<file path="config.mk">
export PLATFORM = sky130hd
export DESIGN_NAME = proper_divisor_sum_abundance
export DESIGN_NICKNAME = d
export VERILOG_FILES = /design/src/rtl/pdsa_pkg.sv /design/src/rtl/proper_divisor_sum_abundance.sv /design/src/rtl/pdsa_ctrl.sv /design/src/rtl/pdsa_dp.sv
export SDC_FILE = /design/constraint.sdc
export NUM_CORES = 1
export LEC_CHECK = 0
export BUFFER_PORTS_ARGS = -buffer_cell sky130_fd_sc_hd__buf_2
export CAP_MARGIN = 20
export CORE_MARGIN = 2
export CORE_UTILIZATION = 39
export CTS_BUF_LIST = sky130_fd_sc_hd__clkbuf_2
export DETAILED_ROUTE_END_ITERATION = 10
export SLEW_MARGIN = 25
export SYNTH_ARGS = -nofsm -noshare
export SYNTH_HDL_FRONTEND = slang
export SYNTH_SLANG_ARGS = --single-unit
</file>
<file path="constraint.sdc">
create_clock -name aclk -period 5.5 [get_ports aclk]
set_input_delay 1.1 -clock aclk [delete_from_list [all_inputs] [get_ports aclk]]
set_output_delay 1.1 -clock aclk [all_outputs]
set_load 0.03 [all_outputs]
</file>
<file path="src/rtl/pdsa_pkg.sv">
// ----------------------------------------------------------------------------
// pdsa_pkg
// Shared widths, controller states and the controller/datapath interface
// for the proper divisor sum block.
// ----------------------------------------------------------------------------
package pdsa_pkg;

    localparam int NUMBER_BITS = 31;
    localparam int SUM_BITS    = 34;
    // trial divisor never exceeds sqrt(2^NUMBER_BITS) + 1
    localparam int D_BITS      = (NUMBER_BITS + 1) / 2 + 1;
    localparam int SQ_BITS     = NUMBER_BITS + 2;
    localparam int CNT_BITS    = $clog2(NUMBER_BITS);

    localparam int S_TDATA_BITS = ((NUMBER_BITS + 7) / 8) * 8;
    localparam int M_FIELD_BITS = SUM_BITS + 1;
    localparam int M_TDATA_BITS = ((M_FIELD_BITS + 7) / 8) * 8;

    typedef enum logic [2:0] {
        ST_IDLE,
        ST_TEST,
        ST_DIV,
        ST_ACC,
        ST_FIN
    } state_t;

    typedef struct packed {
        logic load;       // capture number, reset divisor and sum
        logic div_start;  // start a division of number by the divisor
        logic div_step;   // one restoring division step
        logic accum;      // add divisor pair if it divides, next divisor
        logic out_load;   // capture the result into the output register
    } dp_cmd_t;

    typedef struct packed {
        logic sq_over;    // divisor squared exceeds number
    } dp_status_t;

endpackage

</file>
<file path="src/rtl/proper_divisor_sum_abundance.sv">
// ----------------------------------------------------------------------------
// proper_divisor_sum_abundance
// Sum of proper divisors of a number by trial division, with abundant flag.
// ----------------------------------------------------------------------------
// one number at a time; each trial divisor whose square does not exceed the number takes a test
// state, a bit-serial division of NUMBER_BITS steps and an accumulate state
// a new number is taken while the previous result waits in the output register
// reset: aresetn synchronous, active low; clears controller and valid flag
module proper_divisor_sum_abundance (
    input  logic                                 aclk,
    input  logic                                 aresetn,
    input  logic                                 s_tvalid,
    output logic                                 s_tready,
    input  logic [pdsa_pkg::S_TDATA_BITS-1:0]    s_tdata,  // [30:0] number
    output logic                                 m_tvalid,
    input  logic                                 m_tready,
    output logic [pdsa_pkg::M_TDATA_BITS-1:0]    m_tdata   // [33:0] divisor_sum, [34] abundant
);

    pdsa_pkg::dp_cmd_t               cmd;
    pdsa_pkg::dp_status_t            status;
    logic [pdsa_pkg::SUM_BITS-1:0]   divisor_sum;
    logic                            abundant;

    pdsa_ctrl u_ctrl (
        .aclk     (aclk),
        .aresetn  (aresetn),
        .s_tvalid (s_tvalid),
        .s_tready (s_tready),
        .m_tvalid (m_tvalid),
        .m_tready (m_tready),
        .status   (status),
        .cmd      (cmd)
    );

    pdsa_dp u_dp (
        .aclk        (aclk),
        .number      (s_tdata[pdsa_pkg::NUMBER_BITS-1:0]),
        .cmd         (cmd),
        .status      (status),
        .divisor_sum (divisor_sum),
        .abundant    (abundant)
    );

    assign m_tdata = pdsa_pkg::M_TDATA_BITS'({abundant, divisor_sum});

endmodule

</file>
<file path="src/rtl/pdsa_ctrl.sv">
// ----------------------------------------------------------------------------
// pdsa_ctrl
// Sequencer: runs the trial divisor loop, counts division steps and owns
// both handshakes.
// ----------------------------------------------------------------------------
module pdsa_ctrl (
    input  logic                 aclk,
    input  logic                 aresetn,
    input  logic                 s_tvalid,
    output logic                 s_tready,
    output logic                 m_tvalid,
    input  logic                 m_tready,
    input  pdsa_pkg::dp_status_t status,
    output pdsa_pkg::dp_cmd_t    cmd
);

    pdsa_pkg::state_t                 state_reg, state_next;
    logic [pdsa_pkg::CNT_BITS-1:0]    cnt_reg, cnt_next;
    logic                             valid_reg, valid_next;

    always_ff @(posedge aclk) begin
        if (!aresetn) begin
            state_reg <= pdsa_pkg::ST_IDLE;
            cnt_reg   <= '0;
            valid_reg <= 1'b0;
        end else begin
            state_reg <= state_next;
            cnt_reg   <= cnt_next;
            valid_reg <= valid_next;
        end
    end

    always_comb begin
        state_next = state_reg;
        cnt_next   = cnt_reg;
        cmd        = '0;
        s_tready   = 1'b0;
        unique case (state_reg)
            pdsa_pkg::ST_IDLE: begin
                s_tready = 1'b1;
                if (s_tvalid) begin
                    cmd.load   = 1'b1;
                    state_next = pdsa_pkg::ST_TEST;
                end
            end
            pdsa_pkg::ST_TEST: begin
                if (status.sq_over) begin
                    state_next = pdsa_pkg::ST_FIN;
                end else begin
                    cmd.div_start = 1'b1;
                    cnt_next      = '0;
                    state_next    = pdsa_pkg::ST_DIV;
                end
            end
            pdsa_pkg::ST_DIV: begin
                cmd.div_step = 1'b1;
                cnt_next     = cnt_reg + 1'b1;
                if (cnt_reg == pdsa_pkg::CNT_BITS'(pdsa_pkg::NUMBER_BITS - 1)) begin
                    state_next = pdsa_pkg::ST_ACC;
                end
            end
            pdsa_pkg::ST_ACC: begin
                cmd.accum  = 1'b1;
                state_next = pdsa_pkg::ST_TEST;
            end
            pdsa_pkg::ST_FIN: begin
                // wait until the output register is free
                if (!valid_reg || m_tready) begin
                    cmd.out_load = 1'b1;
                    state_next   = pdsa_pkg::ST_IDLE;
                end
            end
            default: begin
                state_next = pdsa_pkg::ST_IDLE;
            end
        endcase
    end

    always_comb begin
        if (cmd.out_load) begin
            valid_next = 1'b1;
        end else if (m_tready) begin
            valid_next = 1'b0;
        end else begin
            valid_next = valid_reg;
        end
    end

    assign m_tvalid = valid_reg;

endmodule

</file>
<file path="src/rtl/pdsa_dp.sv">
// ----------------------------------------------------------------------------
// pdsa_dp
// Datapath: number, trial divisor and its square, a radix-2 restoring
// divider, the running sum and the output register.
// ----------------------------------------------------------------------------
module pdsa_dp (
    input  logic                                aclk,
    input  logic [pdsa_pkg::NUMBER_BITS-1:0]    number,
    input  pdsa_pkg::dp_cmd_t                   cmd,
    output pdsa_pkg::dp_status_t                status,
    output logic [pdsa_pkg::SUM_BITS-1:0]       divisor_sum,
    output logic                                abundant
);

    localparam int NB = pdsa_pkg::NUMBER_BITS;
    localparam int DB = pdsa_pkg::D_BITS;
    localparam int SB = pdsa_pkg::SUM_BITS;
    localparam int QB = pdsa_pkg::SQ_BITS;

    logic [NB-1:0] n_reg,   n_next;
    logic [DB-1:0] d_reg,   d_next;
    logic [QB-1:0] sq_reg,  sq_next;
    logic [DB-1:0] rem_reg, rem_next;
    logic [NB-1:0] quo_reg, quo_next;
    logic [SB-1:0] acc_reg, acc_next;
    logic [SB-1:0] sum_reg, sum_next;
    logic          abn_reg, abn_next;

    logic [DB:0]   rem_sh;
    logic          rem_ge;
    logic [DB:0]   rem_sub;
    logic [SB-1:0] pair;

    always_ff @(posedge aclk) begin
        n_reg   <= n_next;
        d_reg   <= d_next;
        sq_reg  <= sq_next;
        rem_reg <= rem_next;
        quo_reg <= quo_next;
        acc_reg <= acc_next;
        sum_reg <= sum_next;
        abn_reg <= abn_next;
    end

    assign rem_sh  = {rem_reg, quo_reg[NB-1]};
    assign rem_ge  = rem_sh >= {1'b0, d_reg};
    assign rem_sub = rem_sh - {1'b0, d_reg};
    // a square root divisor counts once
    assign pair    = (quo_reg == NB'(d_reg)) ? SB'(d_reg) : SB'(d_reg) + SB'(quo_reg);

    always_comb begin
        n_next   = n_reg;
        d_next   = d_reg;
        sq_next  = sq_reg;
        rem_next = rem_reg;
        quo_next = quo_reg;
        acc_next = acc_reg;
        sum_next = sum_reg;
        abn_next = abn_reg;

        if (cmd.load) begin
            n_next   = number;
            d_next   = DB'(2);
            sq_next  = QB'(4);
            // divisor 1 counts for every number above one
            acc_next = (number > NB'(1)) ? SB'(1) : '0;
        end
        if (cmd.div_start) begin
            rem_next = '0;
            quo_next = n_reg;
        end
        if (cmd.div_step) begin
            rem_next = rem_ge ? rem_sub[DB-1:0] : rem_sh[DB-1:0];
            quo_next = {quo_reg[NB-2:0], rem_ge};
        end
        if (cmd.accum) begin
            if (rem_reg == '0) begin
                acc_next = acc_reg + pair;
            end
            d_next  = d_reg + 1'b1;
            // (d+1)^2 = d^2 + 2d + 1
            sq_next = sq_reg + QB'({d_reg, 1'b0}) + QB'(1);
        end
        if (cmd.out_load) begin
            sum_next = acc_reg;
            abn_next = acc_reg > SB'(n_reg);
        end
    end

    assign status.sq_over = sq_reg > QB'(n_reg);
    assign divisor_sum    = sum_reg;
    assign abundant       = abn_reg;

endmodule
</file>
Yosys cells after proc, flatten, opt, wreduce, memory -nomap -nowiden --
Index checks and enable logic that the tools add are counted.
Word-level totals: output and inout port bits 42, input bits 36, register bits after elaboration 207, logic and storage cells 74
Cells by class: eq/ne operators 10, muxes and demuxes 32, reductions and logical operators 10, $add $sub $neg 7, magnitude comparators 4
Operators with widths (count):
- 34-bit 2-to-1 mux | 4
- 17-bit 2-to-1 mux | 5
- 33-bit 2-to-1 mux | 2
- 31-bit 2-to-1 mux | 2
- 34-bit adder | 1
- 34-bit by 31-bit > comparator with 1-bit output | 1
- 33-bit by 1-bit adder with 33-bit output, second input constant | 1
- 33-bit by 18-bit adder with 33-bit output | 1
- 33-bit by 31-bit > comparator with 1-bit output | 1
- 17-bit by 31-bit adder with 32-bit output | 1
- 31-bit by 17-bit equality test with 1-bit output | 1
- 31-bit by 1-bit > comparator with 1-bit output, second input constant | 1
- 18-bit by 17-bit greater-or-equal comparator with 1-bit output | 1
- 17-bit by 1-bit adder with 17-bit output, second input constant | 1
- 17-bit logical NOT | 1
- 17-bit subtractor | 1
- 3-bit one-hot mux with 5 select lines | 1
- 1-bit 2-to-1 mux | 12
- 3-bit 2-to-1 mux | 4
- 5-bit one-hot mux with 2 select lines | 1
- 2-bit nonzero test | 4
- 3-bit by 2-bit equality test with 1-bit output, second input constant | 2
- 5-bit by 1-bit adder with 5-bit output, second input constant | 1
- 5-bit equality test, second input constant | 1
- other kinds (10) | 12

Longest topological paths before layout --
Gate-level depths: netlist of run 1.
depth after elaboration 5, depth in mapped cells 22, mapped depth without buffers 21

Hierarchy --
From an unflattened synthesis of run 1, not the netlist that was laid out.
Unflattened totals: cell total of the unflattened synthesis 1449, area, all modules 14044.7 um^2
By module, submodules not included:
- pdsa_dp | sequential area each 5605.4 um^2, cells an instance 1382, area an instance 13477.9 um^2, instances 1
- pdsa_ctrl | sequential area each 180.2 um^2, cells an instance 60, area an instance 518.0 um^2, instances 1
- proper_divisor_sum_abundance | sequential area each 0.0 um^2, cells an instance 7, area an instance 48.8 um^2, instances 1

Least setup slack after synthesis of run 1 --
Ideal clock, no wire load.
kind register to register, start register u_dp.d_reg[1], end register u_dp.acc_reg[32], path slack 831 ps, path buffers 1, arrival 4611 ps, data required time 5442 ps, stages on the path, launching flop included 22, setup time 58 ps, clock period less this slack 4669 ps, path through edfxtp_1 > ha_1 > a211oi_1 > o21bai_1 > a31oi_1 > o21ai_0 > o221a_2 > a221o_1 > a21oi_2 > xor2_1 > nor2_1 > ha_1 > clkbuf_1 > nand4_1 > nor2_1 > nand3_1 > o31ai_1 > a21oi_2 > o21ai_1 > a211oi_2 > nor4_1 > a211o_1
On the way: word-level cells in the longest chain between the ends 5, elaborated cells between the ends (all ways) 6, classes of those cells add/sub (2); eq/ne (1); mux (3)
RTL lines:
- from (decl) | RTL line pdsa_dp.sv:21 | logic [DB-1:0] d_reg, d_next;
- from (signal assigned) | RTL line pdsa_dp.sv:36 | d_reg <= d_next;
- 17-bit by 31-bit adder with 32-bit output / 31-bit by 17-bit equality test with 1-bit output (equally long branches) | RTL line pdsa_dp.sv:49 | assign pair = (quo_reg == NB'(d_reg)) ? SB'(d_reg) : SB'(d_reg) + SB'(quo_reg);
- 34-bit 2-to-1 mux * | RTL line pdsa_dp.sv:49
- 34-bit adder * | RTL line pdsa_dp.sv:78 | acc_next = acc_reg + pair;
- 34-bit 2-to-1 mux * | RTL line pdsa_dp.sv:77 | if (rem_reg == '0) begin
- 34-bit 2-to-1 mux * | RTL line pdsa_dp.sv:76 | if (cmd.accum) begin
- named net u_dp.acc_next[32] | RTL line pdsa_dp.sv:25 | logic [SB-1:0] acc_reg, acc_next;
- to (signal assigned) | RTL line pdsa_dp.sv:40 | acc_reg <= acc_next;
- to (decl) | RTL line pdsa_dp.sv:25
The timed path passes the listed nets; every way through them passes the cells marked *. A chain may end at the register's enable or synchronous reset.

Worst setup path after layout of run 1 --
start register u_dp.quo_reg[0], end register u_dp.acc_reg[33]
On the way: word-level cells in the longest chain between the ends 5, elaborated cells between the ends (all ways) 6, classes of those cells add/sub (2); eq/ne (1); mux (3)
RTL lines:
- from (decl) | RTL line pdsa_dp.sv:24 | logic [NB-1:0] quo_reg, quo_next;
- from (signal assigned) | RTL line pdsa_dp.sv:39 | quo_reg <= quo_next;
- 17-bit by 31-bit adder with 32-bit output / 31-bit by 17-bit equality test with 1-bit output (equally long branches) | RTL line pdsa_dp.sv:49
- 34-bit 2-to-1 mux * | RTL line pdsa_dp.sv:49
- 34-bit adder * | RTL line pdsa_dp.sv:78
- 34-bit 2-to-1 mux * | RTL line pdsa_dp.sv:77
- 34-bit 2-to-1 mux * | RTL line pdsa_dp.sv:76
- named net u_dp.acc_next[33] | RTL line pdsa_dp.sv:25
Marks and branches as above.

==> results of run 1 <==
[final timing paths]
path	start	slack [ns]	end
min	s_tdata[4]	0.40	u_dp.n_reg[4]
min reg2reg	u_dp.acc_reg[0]	0.49	u_dp.divisor_sum[0]
max reg2reg	u_dp.quo_reg[0]	0.37	u_dp.acc_reg[33]
max	u_dp.quo_reg[0]	0.37	u_dp.acc_reg[33]
[timing repair]
| item | CTS | global route |
|---|---|---|
| buffers inserted | 0 | 1 |
| resized for setup | 0 | 1 |
| endpoints found under the setup margin | 0 | 3 |
[routing by layer]
| metal | vias to the layer above | wire (um) |
|---|---|---|
| li1 | 5467 | - |
| met1 | 4981 | 16600 |
| met2 | 252 | 15100 |
| met3 | 38 | 2040 |
| met4 | 0 | 524 |
| met5 | - | 0 |
[synthesized netlist by cell type, drive strengths merged, types with 6 or more instances]
cell type and instances:
o31ai 7, clkbuf 25, edfxtp 164, o21ai 124, nor2b 18, mux2i 13
a31oi 13, and3 15, o21a 13, ha 148, xnor2 62, a21o 51
nor2 132, o21bai 8, nor3 22, nor4 21, dfxtp 43, nand4 29
xor2 44, nand2 109, or3 12, a21oi 88, or2 6, nand3 63
buf 16, nand2b 10, a211oi 17, and2 7, inv 74
[per-stage QoR]
stage | hold slack, ns | power [uW]
2_1_floorplan | 0.437 | 2420
3_3_place_gp | 0.457 | 2580
4_1_cts | 0.280 | 3680
3_5_place_dp | 0.466 | 2600
5_1_grt | 0.291 | 3850
6_report | 0.404 | 3620
[worst max-delay path: stages, from the launching register on]
cell       delay, ns
edfxtp_1        0.47
ha_1            0.27
fa_1            0.44
a211oi_2        0.29
nor3_1          0.12
a211oi_1        0.36
o31ai_1         0.17
nand3_1         0.18
a311oi_2        0.13
nor2_1          0.20
nor2b_1         0.07
o22a_1          0.19
ha_1            0.38
nand2_1         0.07
nor2_1          0.17
nand3_1         0.11
a211oi_2        0.32
o2111ai_2       0.23
a31oi_4         0.28
nand3_2         0.09
a221o_1         0.31
o21bai_1        0.15
[power by group through the flow]
| stage | clock network (uW) | registers, uW | logic, uW |
|---|---|---|---|
| after global routing | 1190 | 1830 | 836 |
| after CTS | 1110 | 1820 | 746 |
| after global placement | 0 | 1850 | 730 |
| final | 1050 | 1820 | 748 |
| after detailed placement | 0 | 1860 | 742 |
| after floorplan | 0 | 1850 | 565 |
[cell families (layout without fill, tap and decap cells)]
group                      after synthesis  after routing
xor gates and xnor gates               106            106
DFF                                    207            207
and+or+nand+nor                        455            455
other                                    1              6
muxes                                   15             15
buffers and inverters                  118            261
adders and majority gates              152            152
AOI/OAI and AO/OA                      363            363
[cells in the final DEF (no fill, tap or decap), types with 4 or more instances in the layout]
cell type  count
a211oi_1      14
a21o_1        49
a21oi_1       86
a31o_2         4
a31oi_1       11
and2_1         6
and3_1        14
buf_2         71
buf_4         14
clkbuf_2      82
clkinv_1      11
clkinv_2       6
conb_1         5
dfxtp_1       43
edfxtp_1     164
fa_1           4
ha_1         148
inv_1         73
mux2i_1       13
nand2_1      105
nand2b_1      10
nand3_1       61
nand4_1       29
nor2_1       129
nor2b_1       18
nor3_1        22
nor3b_1        4
nor4_1        21
o211ai_1       4
o21a_1        13
o21ai_0      122
o21bai_1       7
o31ai_1        5
or2_2          6
or3_1         12
xnor2_1       62
xor2_1        44
[final cells by class]
class / instances / area (um2)
multi-input combinational: 1096 / 7570
fill: 3477 / 19500
clock buffer: 82 / 410
inverter: 75 / 283
timing repair buffer: 86 / 480
tap: 455 / 569
sequential: 207 / 5790
clock inverter: 18 / 77.6
antenna: 1 / 2.50
==> impl_metrics.xml, run 1 <==
<?xml version="1.0" encoding="UTF-8"?>
<metrics>
  <group name="timing">
    <metric name="fmaxAchievable" unit="MHz">195</metric>
    <metric name="timing.max_slew.rel_slack" unit="%">35.6</metric>
    <metric name="fin_crit_sh" unit="%">93.3</metric>
    <metric name="fin_crit" unit="ns">5.13</metric>
    <metric name="setup_total_negative_slack" unit="ns">0</metric>
    <metric name="setup_repair_after_global_routing_missed_its_margin" unit="">no</metric>
    <metric name="maxSlewViolCount" unit="">0</metric>
    <metric name="setup_slack" unit="ns">0.367</metric>
    <metric name="hold_viol" unit="">0</metric>
    <metric name="worst_clock_skew" unit="ns">0.101</metric>
    <metric name="worst_pin_slew" unit="ns">0.957</metric>
    <metric name="finalSetupViolations" unit="">0</metric>
  </group>
  <group name="power">
    <metric name="cellPowerDensity" unit="nW/um2">239</metric>
    <metric name="power_frac_comb" unit="%">20.7</metric>
    <metric name="power.clock.fraction" unit="%">29.1</metric>
    <metric name="seq_power_share" unit="%">50.2</metric>
    <metric name="p_sw" unit="uW">1170</metric>
    <metric name="internal_power_component" unit="uW">2460</metric>
    <metric name="power.switching_fraction" unit="%">32.2</metric>
    <metric name="cellLeakagePower" unit="uW">0.00634</metric>
    <metric name="power.ir.vdd_worst" unit="mV">0.117</metric>
  </group>
  <group name="synthesis">
    <metric name="share_of_the_synthesized_area_in_compound_gates_ao_oa_aoi_oai" unit="%">16.8</metric>
    <metric name="post_synthesis_share_of_cell_area_spent_on_and_or_nand_and_nor_gates" unit="%">15.8</metric>
    <metric name="largest_family_of_logic_cells_by_synthesized_area" unit="">compound AO/OA/AOI/OAI gates</metric>
    <metric name="post_synth_instance_area" unit="um2">13800</metric>
    <metric name="synth_warn" unit="">0</metric>
    <metric name="post-synth-top-area-fraction" unit="%">35.6</metric>
    <metric name="synth_xor_xnor_area_share" unit="%">6.71</metric>
    <metric name="synth_largest_area_cell" unit="">edfxtp_1</metric>
    <metric name="seq_area_frac_synth" unit="%">41.8</metric>
    <metric name="muxShareOfSynthArea" unit="%">1.10</metric>
    <metric name="async_reset_ff_share" unit="%">0</metric>
    <metric name="synth_top_cells_by_area" unit="">edfxtp_1, ha_1, dfxtp_1</metric>
    <metric name="syn_avg_cell_area" unit="um2">9.77</metric>
    <metric name="synth_flop_cell" unit="">edfxtp_1</metric>
    <metric name="netlist-cell-type-count" unit="">84</metric>
    <metric name="synth-adder-area-share" unit="%">14.0</metric>
    <metric name="synth_enable_flop_cells" unit="">164</metric>
    <metric name="number_of_flip_flops_and_latches_in_the_synthesized_netlist" unit="">207</metric>
    <metric name="syn-instance-count" unit="">1417</metric>
  </group>
  <group name="place">
    <metric name="gp_congestion" unit="">0.878</metric>
    <metric name="numPortBuffers" unit="">71</metric>
    <metric name="post-place-ws" unit="ns">0.282</metric>
    <metric name="dp_cells" unit="">1918</metric>
    <metric name="placedInstanceArea" unit="um2">14700</metric>
    <metric name="place_hpwl" unit="mm">26.2</metric>
  </group>
  <group name="setup_path">
    <metric name="worst_ep_arrival_time" unit="ns">5.91</metric>
    <metric name="timing.critical_path.required" unit="ns">6.27</metric>
    <metric name="worst_setup_path_end_kind" unit="">register</metric>
    <metric name="path_max_fanout" unit="">6</metric>
    <metric name="path_class" unit="">register to register</metric>
    <metric name="startpoint_type" unit="">register</metric>
    <metric name="worst_reg2reg_path_depth" unit="">21</metric>
  </group>
  <group name="route">
    <metric name="dr.pass1.iters" unit="">6</metric>
    <metric name="drc_errors" unit="">0</metric>
    <metric name="routed_wl" unit="mm">34.2</metric>
    <metric name="average_vias_per_placed_instance" unit="">5.32</metric>
    <metric name="routedWlPerCell" unit="um">16.9</metric>
    <metric name="drtIter0Drc" unit="">587</metric>
    <metric name="route.antenna.remaining_nets" unit="">0</metric>
    <metric name="via_count" unit="">10700</metric>
  </group>
  <group name="global_routing">
    <metric name="global_route.overflow_total" unit="">0</metric>
    <metric name="track_usage" unit="%">18.7</metric>
    <metric name="grt_first_pass_wirelength" unit="mm">53.7</metric>
    <metric name="globalRoute.busiestLayer" unit="">met2</metric>
    <metric name="grt_antenna_before_repair" unit="">1</metric>
    <metric name="met2_usage" unit="%">29.6</metric>
    <metric name="first_global_vias" unit="">10400</metric>
    <metric name="met1_track_usage_gr" unit="%">26.4</metric>
    <metric name="grt_start_max_net_pins" unit="">67</metric>
    <metric name="grt.met3_usage" unit="%">2.84</metric>
  </group>
  <group name="layout">
    <metric name="final-instance-count-excl-fill" unit="">2020</metric>
    <metric name="stdcell_area" unit="um2">15200</metric>
    <metric name="drive_above_1_share" unit="%">14.2</metric>
    <metric name="area_growth_from_synthesis_to_layout" unit="%">9.68</metric>
    <metric name="final_util" unit="%">43.7</metric>
    <metric name="finish.net_count" unit="">1709</metric>
  </group>
  <group name="floorplan">
    <metric name="dieHeight" unit="um">192</metric>
    <metric name="start_util" unit="%">39.9</metric>
    <metric name="num_rows" unit="">68</metric>
    <metric name="fp.dieArea" unit="um2">37000</metric>
    <metric name="die_x" unit="um">192</metric>
    <metric name="design.core.area" unit="um2">34700</metric>
    <metric name="ios" unit="">78</metric>
  </group>
  <group name="job">
    <metric name="max_cap_violations" unit="">0</metric>
  </group>
  <group name="clock_tree">
    <metric name="cts-htree-levels" unit="">2</metric>
    <metric name="clock_tree.root_cell" unit="">clkbuf_2</metric>
    <metric name="cts_buffers" unit="">55</metric>
    <metric name="insertion_delay" unit="ns">0.90</metric>
    <metric name="number_of_hold_buffers_added_after_cts" unit="">0</metric>
    <metric name="clk_pin_slew" unit="ns">0.10</metric>
    <metric name="tritoncts_num_sinks" unit="">207</metric>
    <metric name="max-clock-path-buffers" unit="">3</metric>
    <metric name="cts_tree" unit="">built</metric>
  </group>
  <group name="run_status">
    <metric name="status" unit="">finished, final reports clean</metric>
  </group>
  <group name="hold_path">
    <metric name="hp-class" unit="">input port to register</metric>
    <metric name="hold_path_depth" unit="">1</metric>
  </group>
</metrics>
No activity file was read; power rests on OpenSTA's default activity.
==> inputs of run 2 (changes only) <==
Settings changed: ABC_AREA set to 1, ABC_CLOCK_PERIOD_IN_PS set to 5500, CORE_UTILIZATION 39 to 49, PLACE_DENSITY set to 0.66.
==> run 2 against run 1 <==
Cell count rose by 31%. Wire length rose by 31%. Synthesized cell count is 47% higher. Die area shrank 11%. Sequential power is 8% higher. Combinational power up 97%. Critical path depth fell by 4. Sequential cell count stayed put. Via count up 35%. Maximum frequency increased by 10%. First-iteration DRC count up 99%. Worst setup slack gained 0.47 ns. Largest cell class unchanged.
==> impl_metrics.xml, run 2 <==
<?xml version="1.0" encoding="UTF-8"?>
<metrics>
  <group name="setup_path">
    <metric name="worst_ep_arrival_time" unit="ns">5.55</metric>
    <metric name="worstReg2RegStart" unit="">u_dp.d_reg[2]</metric>
    <metric name="worst_setup_path_end_kind" unit="">register</metric>
    <metric name="startpoint_type" unit="">register</metric>
    <metric name="ff2ff_setup_slack" unit="ns">0.83</metric>
    <metric name="timing.critical_path.required" unit="ns">6.39</metric>
    <metric name="crit_slowest_cell" unit="">o21ai_0</metric>
    <metric name="cp_cell_sequence" unit="">ha_1 -&gt; nor4_1 -&gt; nand4_1 -&gt; nor2_1 -&gt; buf_4 -&gt; inv_1 -&gt; o21ai_0 -&gt; fa_1 -&gt; nand3_1 -&gt; nand2_1 -&gt; a21oi_1 -&gt; o21ai_0 -&gt; nand2_1 -&gt; nand3_1 -&gt; nand3_1 -&gt; nand2_1 -&gt; inv_1</metric>
    <metric name="worst_reg2reg_path_depth" unit="">17</metric>
    <metric name="r2r-end" unit="">u_dp.acc_reg[28]</metric>
    <metric name="max_stage_delay" unit="ns">0.62</metric>
    <metric name="path_max_fanout" unit="">23</metric>
    <metric name="path_class" unit="">register to register</metric>
  </group>
  <group name="hold_path">
    <metric name="hp-class" unit="">input port to register</metric>
    <metric name="hold_path_depth" unit="">1</metric>
    <metric name="worst_hold_startpoint" unit="">s_tdata[0]</metric>
    <metric name="hold_path_end" unit="">u_dp.n_reg[0]</metric>
  </group>
  <group name="power">
    <metric name="power" unit="uW">4580</metric>
    <metric name="cellLeakagePower" unit="uW">0.00789</metric>
    <metric name="cellPowerDensity" unit="nW/um2">273</metric>
    <metric name="power.ir.vdd_worst" unit="mV">0.155</metric>
  </group>
  <group name="timing">
    <metric name="fin_crit_sh" unit="%">84.8</metric>
    <metric name="fmaxAchievable" unit="MHz">214</metric>
    <metric name="finalSetupViolations" unit="">0</metric>
    <metric name="maxSlewViolCount" unit="">0</metric>
    <metric name="timing.max_slew.rel_slack" unit="%">35.0</metric>
    <metric name="hold_viol" unit="">0</metric>
    <metric name="setup_repair_after_global_routing_missed_its_margin" unit="">no</metric>
    <metric name="setup_total_negative_slack" unit="ns">0</metric>
    <metric name="fin_crit" unit="ns">4.67</metric>
    <metric name="worst_clock_skew" unit="ns">0.105</metric>
    <metric name="worst_pin_slew" unit="ns">0.972</metric>
  </group>
  <group name="clock_tree">
    <metric name="max-clock-path-buffers" unit="">3</metric>
    <metric name="cts-htree-levels" unit="">2</metric>
    <metric name="cts_buffers" unit="">58</metric>
    <metric name="post-cts-setup-buffer-count" unit="">0</metric>
    <metric name="clk_pin_slew" unit="ns">0.10</metric>
    <metric name="number_of_hold_buffers_added_after_cts" unit="">0</metric>
    <metric name="clock_tree.root_cell" unit="">clkbuf_2</metric>
    <metric name="post_cts_resized" unit="">0</metric>
    <metric name="cts_tree" unit="">built</metric>
    <metric name="insertion_delay" unit="ns">1.07</metric>
    <metric name="tritoncts_num_sinks" unit="">207</metric>
  </group>
  <group name="floorplan">
    <metric name="dieHeight" unit="um">181</metric>
    <metric name="die_x" unit="um">181</metric>
    <metric name="start_util" unit="%">50.1</metric>
    <metric name="ios" unit="">78</metric>
    <metric name="fp.dieArea" unit="um2">32900</metric>
    <metric name="design.core.area" unit="um2">30800</metric>
    <metric name="num_rows" unit="">64</metric>
  </group>
  <group name="synthesis">
    <metric name="synth_largest_area_cell" unit="">edfxtp_1</metric>
    <metric name="post_synth_instance_area" unit="um2">15400</metric>
    <metric name="syn_avg_cell_area" unit="um2">7.44</metric>
    <metric name="seq_area_frac_synth" unit="%">37.5</metric>
    <metric name="synth_warn" unit="">0</metric>
    <metric name="yosysMostFrequentCell" unit="">nand2_1</metric>
    <metric name="number_of_flip_flops_and_latches_in_the_synthesized_netlist" unit="">207</metric>
    <metric name="synth_flop_cell" unit="">edfxtp_1</metric>
    <metric name="synth_enable_flop_cells" unit="">164</metric>
    <metric name="synth_top_cells_by_area" unit="">edfxtp_1, nand2_1, ha_1</metric>
    <metric name="post-synth-top-area-fraction" unit="%">31.9</metric>
    <metric name="syn-instance-count" unit="">2076</metric>
    <metric name="netlist-cell-type-count" unit="">46</metric>
    <metric name="async_reset_ff_share" unit="%">0</metric>
    <metric name="post_synth_most_frequent_cells" unit="">nand2_1, inv_1, nor2_1</metric>
  </group>
  <group name="global_routing">
    <metric name="grt_antenna_before_repair" unit="">2</metric>
    <metric name="global_route.overflow_total" unit="">0</metric>
    <metric name="grt_start_max_net_pins" unit="">78</metric>
    <metric name="track_usage" unit="%">27.6</metric>
    <metric name="first_global_vias" unit="">13800</metric>
    <metric name="grt_first_pass_wirelength" unit="mm">71.3</metric>
  </group>
  <group name="route">
    <metric name="routedWlPerCell" unit="um">17.0</metric>
    <metric name="routed_wl" unit="mm">44.9</metric>
    <metric name="drtIter0Drc" unit="">1166</metric>
    <metric name="average_vias_per_placed_instance" unit="">5.50</metric>
    <metric name="dr.pass1.iters" unit="">5</metric>
    <metric name="route.antenna.remaining_nets" unit="">0</metric>
    <metric name="via_count" unit="">14500</metric>
    <metric name="drc_errors" unit="">0</metric>
  </group>
  <group name="layout">
    <metric name="final-instance-count-excl-fill" unit="">2637</metric>
    <metric name="seq_area" unit="um2">5790</metric>
    <metric name="stdcell_area" unit="um2">16800</metric>
    <metric name="final_cell_mix" unit="">nand2_1, inv_1, nor2_1, a21oi_1, edfxtp_1</metric>
    <metric name="area_growth_from_synthesis_to_layout" unit="%">8.72</metric>
    <metric name="most_frequent_standard_cell_in_the_layout_excluding_fill_and_tap_cells" unit="">nand2_1</metric>
    <metric name="finish.net_count" unit="">2378</metric>
    <metric name="multi_input_comb_area" unit="um2">8520</metric>
    <metric name="drive_above_1_share" unit="%">9.38</metric>
    <metric name="fillCellCount" unit="">3010</metric>
  </group>
  <group name="run_status">
    <metric name="status" unit="">finished, final reports clean</metric>
  </group>
  <group name="place">
    <metric name="place_hpwl" unit="mm">35.2</metric>
    <metric name="placedInstanceArea" unit="um2">16200</metric>
    <metric name="numPortBuffers" unit="">71</metric>
    <metric name="gp_congestion" unit="">0.959</metric>
    <metric name="dp_cells" unit="">2526</metric>
  </group>
  <group name="job">
    <metric name="max_cap_violations" unit="">0</metric>
  </group>
</metrics>
run 2: logic make-up after synthesis:
group / share of synthesized area, %
compound gates: 14.0
xor+xnor: 1.59
fa+ha+maj: 12.5
buf+inv: 7.52
flops: 37.5
other cells: 0.0243
simple gates: 26.9
run 2: cell type report:
class                      instances  area share [%]
clock inverter                    19           0.492
antenna                            3          0.0447
tap                              396            2.95
multi-input combinational       1574            50.8
timing repair buffer              83            2.65
sequential                       207            34.5
inverter                         266            5.95
clock buffer                      89            2.65
run 2: worst max-delay path, delay by kind of cell (launching register included):
family	cells	cell delay [ns]
AO/OA/AOI/OAI	3	1.07
adder cells (fa/ha/maj)	2	0.82
buffers and inverters	3	0.58
flip-flops	1	0.55
AND/OR/NAND/NOR	9	1.45
run 2: worst max path at each step:
stage                        startpoint                to  slack (ns)  cells past startpoint
after global placement    u_dp.d_reg[2]  u_dp.acc_reg[26]        1.12                     18
final                     u_dp.d_reg[2]  u_dp.acc_reg[28]        0.83                     17
after global routing      u_dp.d_reg[2]  u_dp.acc_reg[28]        0.64                     17
after detailed placement  u_dp.d_reg[2]  u_dp.acc_reg[26]        1.07                     17
after CTS                 u_dp.d_reg[2]  u_dp.acc_reg[28]        0.96                     17
after floorplan                m_tready     u_dp.abundant        0.49                      2
run 2: through the flow:
| step | util [%] | hold slack (ns) | setup slack (ns) |
|---|---|---|---|
| 2_1_floorplan | - | 0.454 | 0.491 |
| 3_3_place_gp | 52.7 | 0.484 | 1.12 |
| 3_5_place_dp | 52.7 | 0.481 | 1.07 |
| 4_1_cts | 54.4 | 0.126 | 0.960 |
| 5_1_grt | 54.4 | 0.118 | 0.640 |
| 6_report | 54.4 | 0.214 | 0.834 |
run 2: power breakdown:
group / switching [uW] / total, uW / internal, uW
Sequential: 113 / 1970 / 1860
Clock: 700 / 1140 / 435
Combinational: 1030 / 1470 / 449
Total: 1840 / 4580 / 2740
run 2: layer usage:
| metal | vias up | global-route usage, % | part of all wire (%) |
|---|---|---|---|
| met5 | - | 0 | 0 |
| met4 | 0 | 10.9 | 3.4 |
| met3 | 103 | 4.27 | 5.8 |
| met2 | 433 | 43.0 | 43 |
| met1 | 6675 | 38.6 | 47 |
| li1 | 7287 | - | - |
==> inputs of run 3 (changes only) <==
Settings changed: ABC_CLOCK_PERIOD_IN_PS 5500 to 4400.
Clock period 5.5 ns to 4.4 ns, I/O delays scaled along.
==> run 3 against run 2 <==
The flow now finishes with violations (design-rule violations). Core utilization rose by 1.7 points. Sequential cell count unchanged. Non-clock buffer count grew 51. Die area did not move. Clock skew increased by 0.0021 ns. Combinational power up 31%. Sequential share of layout area decreased by 1.0 points. First-iteration DRC count decreased by 8.8%. Count of clock-buffer cells in the layout decreased by 7. Hold slack lost 0.041 ns. Largest cell class unchanged. Worst setup slack worse by 0.66 ns.
==> impl_metrics.xml, run 3 (same netlist as run 2, synthesis figures left out) <==
<?xml version="1.0" encoding="UTF-8"?>
<metrics>
  <group name="setup_path">
    <metric name="timing.critical_path.to" unit="">u_dp.acc_reg[16]</metric>
    <metric name="startpoint_type" unit="">register</metric>
    <metric name="worst_path_most_repeated_cell" unit="">nand2_1</metric>
    <metric name="path_max_fanout" unit="">13</metric>
    <metric name="worst_setup_path_end_kind" unit="">register</metric>
    <metric name="worstReg2RegStart" unit="">u_dp.d_reg[10]</metric>
    <metric name="cp_cell_sequence" unit="">ha_1 -&gt; nor4_1 -&gt; nand4_1 -&gt; nor2_4 -&gt; buf_4 -&gt; a21oi_1 -&gt; ha_1 -&gt; fa_1 -&gt; nand3_1 -&gt; nand2_1 -&gt; a21oi_1 -&gt; inv_1 -&gt; a21o_1 -&gt; xnor2_1 -&gt; nand2_1 -&gt; nand2_1 -&gt; inv_1</metric>
    <metric name="worst_ep_arrival_time" unit="ns">5.09</metric>
    <metric name="worst_setup_path_startpoint" unit="">u_dp.d_reg[10]</metric>
    <metric name="r2r-end" unit="">u_dp.acc_reg[16]</metric>
    <metric name="timing.critical_path.required" unit="ns">5.27</metric>
    <metric name="path_class" unit="">register to register</metric>
    <metric name="worst_reg2reg_path_depth" unit="">17</metric>
    <metric name="ff2ff_setup_slack" unit="ns">0.18</metric>
    <metric name="max_stage_delay" unit="ns">0.46</metric>
    <metric name="crit_slowest_cell" unit="">edfxtp_1</metric>
  </group>
  <group name="power">
    <metric name="p_sw" unit="uW">2310</metric>
    <metric name="power_frac_comb" unit="%">33.1</metric>
    <metric name="power.clock.fraction" unit="%">24.8</metric>
    <metric name="cellLeakagePower" unit="uW">0.00811</metric>
    <metric name="power" unit="uW">5800</metric>
    <metric name="seq_power_share" unit="%">42.1</metric>
    <metric name="internal_power_component" unit="uW">3490</metric>
    <metric name="cellPowerDensity" unit="nW/um2">335</metric>
    <metric name="power.ir.vdd_worst" unit="mV">0.173</metric>
    <metric name="power.switching_fraction" unit="%">39.8</metric>
  </group>
  <group name="global_routing">
    <metric name="grt.met3_usage" unit="%">5.07</metric>
    <metric name="track_usage" unit="%">28.3</metric>
    <metric name="grt_antenna_before_repair" unit="">2</metric>
    <metric name="grt_start_max_net_pins" unit="">78</metric>
    <metric name="globalRoute.busiestLayer" unit="">met2</metric>
    <metric name="grt_first_pass_wirelength" unit="mm">72.5</metric>
    <metric name="met1_track_usage_gr" unit="%">38.0</metric>
    <metric name="first_global_vias" unit="">14000</metric>
    <metric name="global_route.overflow_total" unit="">0</metric>
    <metric name="met2_usage" unit="%">45.8</metric>
  </group>
  <group name="timing">
    <metric name="worst_pin_slew" unit="ns">0.817</metric>
    <metric name="worst_clock_skew" unit="ns">0.107</metric>
    <metric name="timing.max_slew.rel_slack" unit="%">45.5</metric>
    <metric name="setup_slack" unit="ns">0.177</metric>
    <metric name="fmaxAchievable" unit="MHz">237</metric>
    <metric name="hold_viol" unit="">0</metric>
    <metric name="fin_crit" unit="ns">4.22</metric>
    <metric name="finalSetupViolations" unit="">0</metric>
    <metric name="maxSlewViolCount" unit="">0</metric>
    <metric name="fin_crit_sh" unit="%">96.0</metric>
    <metric name="setup_total_negative_slack" unit="ns">0</metric>
    <metric name="setup_repair_after_global_routing_missed_its_margin" unit="">no</metric>
  </group>
  <group name="place">
    <metric name="post-place-ws" unit="ns">0.274</metric>
    <metric name="place_hpwl" unit="mm">36.1</metric>
    <metric name="gp_congestion" unit="">0.921</metric>
    <metric name="numPortBuffers" unit="">71</metric>
    <metric name="dp_cells" unit="">2543</metric>
    <metric name="placedInstanceArea" unit="um2">16400</metric>
  </group>
  <group name="run_status">
    <metric name="violated_checks" unit="">design-rule violations</metric>
    <metric name="status" unit="">complete, but fails checks</metric>
  </group>
  <group name="floorplan">
    <metric name="start_util" unit="%">50.1</metric>
    <metric name="ios" unit="">78</metric>
    <metric name="num_rows" unit="">64</metric>
    <metric name="die_x" unit="um">181</metric>
    <metric name="design.core.area" unit="um2">30800</metric>
    <metric name="fp.dieArea" unit="um2">32900</metric>
    <metric name="dieHeight" unit="um">181</metric>
  </group>
  <group name="route">
    <metric name="average_vias_per_placed_instance" unit="">5.47</metric>
    <metric name="dr.pass1.iters" unit="">9</metric>
    <metric name="routedWlPerCell" unit="um">17.3</metric>
    <metric name="drtIter0Drc" unit="">1063</metric>
    <metric name="drc_errors" unit="">2</metric>
    <metric name="via_count" unit="">14700</metric>
    <metric name="route.antenna.remaining_nets" unit="">0</metric>
    <metric name="routed_wl" unit="mm">46.4</metric>
  </group>
  <group name="layout">
    <metric name="final-instance-count-excl-fill" unit="">2684</metric>
    <metric name="most_frequent_standard_cell_in_the_layout_excluding_fill_and_tap_cells" unit="">nand2_1</metric>
    <metric name="stdcell_area" unit="um2">17300</metric>
    <metric name="fillCellCount" unit="">2989</metric>
    <metric name="finish.net_count" unit="">2430</metric>
    <metric name="final_cell_mix" unit="">nand2_1, inv_1, nor2_1, a21oi_1, edfxtp_1</metric>
    <metric name="drive_above_1_share" unit="%">10.2</metric>
    <metric name="area_growth_from_synthesis_to_layout" unit="%">12.1</metric>
  </group>
  <group name="job">
    <metric name="max_cap_violations" unit="">0</metric>
  </group>
  <group name="hold_path">
    <metric name="hp-class" unit="">input port to register</metric>
  </group>
  <group name="clock_tree">
    <metric name="cts-htree-levels" unit="">2</metric>
    <metric name="tritoncts_num_sinks" unit="">207</metric>
    <metric name="clk_pin_slew" unit="ns">0.09</metric>
    <metric name="cts_tree" unit="">built</metric>
    <metric name="max-clock-path-buffers" unit="">3</metric>
    <metric name="clock_tree.root_cell" unit="">clkbuf_2</metric>
    <metric name="insertion_delay" unit="ns">1.07</metric>
    <metric name="cts_buffers" unit="">57</metric>
  </group>
</metrics>
-- run 3: cell count changes in the layout (fill, tap and decap cells not counted), sizes merged, moves of 2 or more --
cell | previous run | this run
dlygate4sd3 | 0 | 32
clkbuf | 89 | 82
buf | 83 | 102
clkinvlp | 1 | 3
-- run 3: metrics by stage --
step | hold WS [ns] | utilization, %
floorplan | 0.454 | -
global placement | 0.482 | 53.1
detailed placement | 0.484 | 53.1
CTS | 0.0904 | 55.9
global route | 0.0813 | 56.1
finish | 0.173 | 56.1
-- run 3: area by class of cell --
cell class	count	area [um2]	share of cell area [%]
Clock buffer	82	410	2.37
Tap cell	396	495	2.86
Multi-Input combinational cell	1574	8560	49.5
Sequential cell	207	5790	33.4
Inverter	266	1000	5.79
Clock inverter	20	118	0.680
Timing Repair inverter	2	15.0	0.0868
Timing Repair Buffer	134	908	5.25
Antenna cell	3	7.51	0.0434
-- run 3: power groups by stage --
stage | Clock (uW) | Sequential, uW | Combinational (uW)
2_1_floorplan | 0 | 2490 | 1270
3_3_place_gp | 0 | 2480 | 1830
4_1_cts | 1490 | 2440 | 1890
5_1_grt | 1580 | 2460 | 2150
3_5_place_dp | 0 | 2490 | 1850
6_report | 1440 | 2440 | 1920
-- run 3: layer usage --
layer	part of all wire [%]	vias up
met5	0	-
met4	3.5	0
met3	6.5	105
met2	45	421
met1	45	6770
li1	-	7397
-- run 3: critical path: cells and delay by family, from the launching register on --
kind,cells,cell delay (ns)
AND/OR/NAND/NOR,7,1.23
AO/OA/AOI/OAI,3,0.60
adder cells (fa/ha/maj),3,1.14
XOR/XNOR,1,0.17
flip-flops,1,0.46
buffers and inverters,3,0.42
-- run 3: repair_timing --
| action | CTS | global route |
|---|---|---|
| setup endpoints to repair | 0 | 19 |
| hold buffers | 32 | 0 |
| hold endpoints to repair | 32 | 0 |
| resized for setup | 0 | 13 |
| buffers inserted | 0 | 2 |
-- run 3: how the worst min path moves through the flow --
stage,cells past startpoint,startpoint,end
after global placement,0,u_dp.acc_reg[33],u_dp.divisor_sum[33]
after global routing,4,m_tready,u_ctrl.m_tvalid
after detailed placement,0,u_dp.acc_reg[33],u_dp.divisor_sum[33]
after CTS,4,m_tready,u_ctrl.m_tvalid
after floorplan,0,u_dp.acc_reg[33],u_dp.divisor_sum[33]
final,4,m_tready,u_ctrl.m_tvalid
